`src/rtl/bcrw_pkg.sv`:
```
// ----------------------------------------------------------------------------
// bcrw_pkg: shared types and constants
// Command and status bundles, register indexes and the arctangent table.
// ----------------------------------------------------------------------------
`default_nettype none

package bcrw_pkg;

  localparam int unsigned CfgAddrW = 2;
  localparam int unsigned CfgDataW = 32;
  localparam int unsigned CntW     = 17;
  localparam int unsigned TblLen   = 24;
  localparam int unsigned CordX0   = 652032874;

  localparam logic [CfgAddrW-1:0] REG_BOX_X = 2'd0;
  localparam logic [CfgAddrW-1:0] REG_BOX_Y = 2'd1;
  localparam logic [CfgAddrW-1:0] REG_BOX_Z = 2'd2;
  localparam logic [CfgAddrW-1:0] REG_CHAIN = 2'd3;

  localparam logic OP_STEP    = 1'b0;
  localparam logic OP_RESTART = 1'b1;

  typedef struct packed {
    logic load;       // capture input item, start the math
    logic sqrt_step;  // one root iteration
    logic cord_step;  // one cordic iteration
    logic mul_x;      // s * cos phi
    logic mul_y;      // s * sin phi
    logic check;      // add and compare against box
    logic commit;     // update position and output
  } bcrw_cmd_t;

  typedef struct packed {
    logic sqrt_done;
    logic cord_done;
  } bcrw_sts_t;

  function automatic logic [31:0] atan_turn(input logic [4:0] i);
    logic [31:0] r;
    unique case (i)
      5'd0:  r = 32'h20000000;  5'd1:  r = 32'h12E4051E;
      5'd2:  r = 32'h09FB385B;  5'd3:  r = 32'h051111D4;
      5'd4:  r = 32'h028B0D43;  5'd5:  r = 32'h0145D7E1;
      5'd6:  r = 32'h00A2F61E;  5'd7:  r = 32'h00517C55;
      5'd8:  r = 32'h0028BE53;  5'd9:  r = 32'h00145F2F;
      5'd10: r = 32'h000A2F98;  5'd11: r = 32'h000517CC;
      5'd12: r = 32'h00028BE6;  5'd13: r = 32'h000145F3;
      5'd14: r = 32'h0000A2FA;  5'd15: r = 32'h0000517D;
      5'd16: r = 32'h000028BE;  5'd17: r = 32'h0000145F;
      5'd18: r = 32'h00000A30;  5'd19: r = 32'h00000518;
      5'd20: r = 32'h0000028C;  5'd21: r = 32'h00000146;
      5'd22: r = 32'h000000A3;  5'd23: r = 32'h00000051;
      default: r = 32'h0;
    endcase
    return r;
  endfunction

endpackage

`default_nettype wire

```
`src/rtl/bcrw_ctrl.sv`:
```
// ----------------------------------------------------------------------------
// bcrw_ctrl: step sequencer
// Runs root, cordic, two products and the box check for one step item.
// ----------------------------------------------------------------------------
`default_nettype none

module bcrw_ctrl (
  input  wire logic              clk,
  input  wire logic              rst,
  input  wire logic              start,
  input  wire logic              out_free,
  input  wire bcrw_pkg::bcrw_sts_t sts,
  output bcrw_pkg::bcrw_cmd_t    cmd,
  output logic                   busy
);
  import bcrw_pkg::*;

  localparam logic [2:0] S_IDLE = 3'd0;
  localparam logic [2:0] S_ITER = 3'd1;
  localparam logic [2:0] S_MULX = 3'd2;
  localparam logic [2:0] S_MULY = 3'd3;
  localparam logic [2:0] S_CHK  = 3'd4;
  localparam logic [2:0] S_OUT  = 3'd5;

  logic [2:0] state, state_next;

  always_ff @(posedge clk) begin
    if (rst) state <= S_IDLE;
    else     state <= state_next;
  end

  always_comb begin
    state_next = state;
    cmd        = '0;
    unique case (state)
      S_IDLE: begin
        if (start) begin
          cmd.load   = 1'b1;
          state_next = S_ITER;
        end
      end
      S_ITER: begin
        cmd.sqrt_step = !sts.sqrt_done;
        cmd.cord_step = !sts.cord_done;
        if (sts.sqrt_done && sts.cord_done) state_next = S_MULX;
      end
      S_MULX: begin
        cmd.mul_x  = 1'b1;
        state_next = S_MULY;
      end
      S_MULY: begin
        cmd.mul_y  = 1'b1;
        state_next = S_CHK;
      end
      S_CHK: begin
        cmd.check  = 1'b1;
        state_next = S_OUT;
      end
      S_OUT: begin
        if (out_free) begin
          cmd.commit = 1'b1;
          state_next = S_IDLE;
        end
      end
      default: state_next = S_IDLE;
    endcase
  end

  assign busy = (state != S_IDLE);

endmodule

`default_nettype wire

```
`config.mk`:
```
export PLATFORM = sky130hd
export DESIGN_NAME = bcrw_ctrl
export DESIGN_NICKNAME = d
export VERILOG_FILES = /design/src/rtl/bcrw_pkg.sv /design/src/rtl/bcrw_ctrl.sv
export SDC_FILE = /design/constraint.sdc
export NUM_CORES = 1
export LEC_CHECK = 0
export BUFFER_PORTS_ARGS = -buffer_cell sky130_fd_sc_hd__buf_2
export CELL_PAD_IN_SITES_DETAIL_PLACEMENT = 1
export CELL_PAD_IN_SITES_GLOBAL_PLACEMENT = 1
export CORE_AREA = 4 4 41 43
export CTS_BUF_LIST = sky130_fd_sc_hd__clkbuf_8 sky130_fd_sc_hd__clkbuf_16
export DETAILED_ROUTE_END_ITERATION = 7
export DIE_AREA = 0 0 45 47
export GPL_ROUTABILITY_DRIVEN = 1
export HOLD_SLACK_MARGIN = 0.05
export PLACE_DENSITY_LB_ADDON = 0.12
export SYNTH_ARGS = -nofsm -noshare
export SYNTH_HDL_FRONTEND = slang
export SYNTH_SLANG_ARGS = --single-unit
```
`constraint.sdc`:
```
create_clock -name clk -period 3 [get_ports clk]
set_input_delay 0.15 -clock clk [delete_from_list [all_inputs] [get_ports clk]]
set_output_delay 0.15 -clock clk [all_outputs]
set_load 0.02 [all_outputs]
```
==> impl_metrics.csv <==
group,metric,value,unit
status,status,"finished clean",
clock_tree,clk_pin_slew_worst_paths,0.03,ns
worst_setup_path,regToRegStartpoint,"state[0]",
min_path,holdCritStartpoint,"rst",
layout,synthToLayoutAreaGrowth,45.9,%
worst_setup_path,critical_path_class,"flop to output port",
grt,via_count_of_the_first_global_routing_pass,241,
route,dr.pass1.iters,2,
grt,grt_pass1_wl,1060,µm
worst_setup_path,critPathLaunchType,"flop",
layout,largest_registers_in_the_final_layout,"state: 3 flops",
clock_tree,cts_resized,0,
synth,synth.largest_area_cell,"dfxtp_1",
layout,final_layout_net_count,50,
floorplanning,die_w,45,µm
worst_setup_path,critical_path.max_fanout,10,
timing,fmax,0.693,GHz
timing,rsz0062_at_grt,"false",
synth,netlist-cell-type-count,16,
synth,postSynthCellCount,28,
clock_tree,cts.root.buffer_cell,"clkbuf_8",
timing,relSlewSlack,78.4,%
worst_setup_path,required,2.85,ns
clock_tree,cts.hold.buffers_added,0,
synth,post_synth.cell_area_avg,8.09,µm²
timing,hold-worst-slack,0.130,ns
clock_tree,cts-root-to-sink-buffers,2,
worst_setup_path,cell_with_the_biggest_individual_delay_on_the_critical_path,"dfxtp_1",
grt,pin_count_of_the_biggest_net_entering_global_routing,11,
clock_tree,cts_tree,"done",
layout,largest_register_ff_count,3,
worst_setup_path,crit_path_end_kind,"output port",
power_and_ir_drop,leakage,0.171,nW
worst_setup_path,worstPathCellList,"nand2_1, or2_2, inv_1, buf_2",
power_and_ir_drop,power.total,0.194,mW
job,maxCapViolations,0,
clock_tree,cts.repair_timing.setup_buffer_count,0,
synth,synth_sequential_area_ratio,26.5,%
placed_design,numPortBuffers,13,
grt,grt_overflow,0,
route,drtIter0Drc,2,
layout,diodes,0,
timing,hold_viol,0,
synth,mappedNetlistNets,34,
power_and_ir_drop,vdd_drop_max,0.143,mV
synth,synth-seq-cells,3,
power_and_ir_drop,pwr_density_cell,587,mW/mm²
route,wirelength,619,µm
floorplanning,fp.dieArea,0.00212,mm²
floorplanning,core-area,0.00130,mm²
synth,synth_area_leaders,"dfxtp_1 (27%), a21oi_1 (8.8%), nor2_1 (6.6%), nor3b_1 (6.6%), clkbuf_8 (6.1%)",
floorplanning,floorplan.initialDensity,17.4,%
min_path,min-delay-path-class,"primary input to flop",
grt,grt_util_all_layers,7.18,%
synth,synthesized_cell_area,226,µm²
worst_setup_path,setup.worst_path.start,"state[0]",
floorplanning,pin_count,14,
placed_design,place_ws,1.77,ns
floorplanning,chipHeight,47,µm
route,route.detailed.vias_per_inst,4.28,
route,routedWlPerCell,10.7,µm
synth,portion_of_synthesized_cell_area_occupied_by_the_leading_cell_type,26.5,%
worst_setup_path,crit_path_max_incr_delay,0.50,ns
placed_design,routability_congestion_estimate_from_global_placement,0.712,
timing,setup_slack_of_the_critical_path_after_layout,1.56,ns
clock_tree,worstSkewPairLatency,0.21,ns
placed_design,placedInstanceArea,285,µm²
clock_tree,h-tree-depth,1,
layout,drive_above_1_share,53.5,%
route,remaining_drc_errors,0,
timing,transition_time_at_the_pin_with_the_least_slew_margin,0.323,ns
timing,summed_negative_setup_slack_over_all_endpoints,0,ns
timing,finalCritPeriodShare,48.1,%
synth,synthesis.yosys.warnings,0,
timing,fin_worst_skew,0.00138,ns
clock_tree,clock_sinks,3,
route,route.antenna.remaining_nets,0,
clock_tree,tritoncts.num_buffers,3,
layout,post-route-cell-area,330,µm²
worst_setup_path,critPathArrivalTime,1.29,ns
timing,period_needed,1.44,ns
route,num_vias,248,
timing,timing.final.max_slew_violations,0,
layout,registers.top_by_ff_count,"state",
floorplanning,core.rowCount,13,
grt,antenna_found_initial,0,
timing,final-setup-viol-count,0,
through the flow:
stage	utilization, %	std cells
floorplan	-	28
global placement	21.9	54
detailed placement	21.9	54
CTS	25.4	58
global route	25.4	58
finish	25.4	58
critical path, delay by kind of cell, from the launching register on:
| family | cells | cell delay (ns) |
|---|---|---|
| simple gates | 2 | 0.37 |
| flops | 1 | 0.50 |
| buf+inv | 2 | 0.21 |
area by class of cell:
class / count / area, µm²
Fill cell: 174 / 971
Multi-Input combinational cell: 21 / 134
Timing Repair Buffer: 13 / 65.1
Sequential cell: 3 / 60.1
Clock buffer: 3 / 41.3
Tap cell: 15 / 18.8
Inverter: 2 / 7.51
Clock inverter: 1 / 3.75
Yosys cell counts (all sizes together):
library cell  count
buf               1
inv               2
and4b             1
nor3              1
or2               1
or3               1
a21oi             4
nor3b             2
nor2              4
nand3             1
nand2b            1
mux2              1
dfxtp             3
clkbuf            1
nand2             3
o21ai             1
worst paths after layout:
kind | endpoint | slack (ns) | depth (start not counted)
max | cmd[2] | 1.56 | 4
min | state[2] | 0.13 | 2
max reg2reg | state[1] | 1.88 | 3
min reg2reg | state[0] | 0.59 | 2
kinds of logic (layout without fill, tap and decap cells):
family | count (synthesis) | in the layout | synth area share [%]
AO/OA/AOI/OAI | 5 | 5 | 12.7
buffers and inverters | 4 | 19 | 14.4
flip-flops | 3 | 3 | 26.5
multiplexers | 1 | 1 | 4.97
AND/OR/NAND/NOR | 15 | 15 | 41.4
layout by cell type (no fill, tap or decap), drive strengths merged:
cell | Yosys | routed
buf | 1 | 13
nor2 | 4 | 4
a21oi | 4 | 4
nand2 | 3 | 3
inv | 2 | 3
clkbuf | 1 | 3
dfxtp | 3 | 3
nor3b | 2 | 2
or3 | 1 | 1
or2 | 1 | 1
and4b | 1 | 1
nand3 | 1 | 1
nand2b | 1 | 1
o21ai | 1 | 1
mux2 | 1 | 1
nor3 | 1 | 1
per-layer routing:
metal	GRT usage, %	vias to the layer above	wire length (µm)
met5	0	-	0
met4	5.26	0	17
met3	2.30	2	38
met2	11.3	10	317
met1	8.14	113	246
li1	-	123	-
power breakdown:
part / total (mW) / internal (mW) / switching (mW)
combinational: 0.0322 / 0.0138 / 0.0184
sequential: 0.0479 / 0.0424 / 0.00547
clock: 0.114 / 0.0871 / 0.0268
Power figures use the tool's default switching activity.
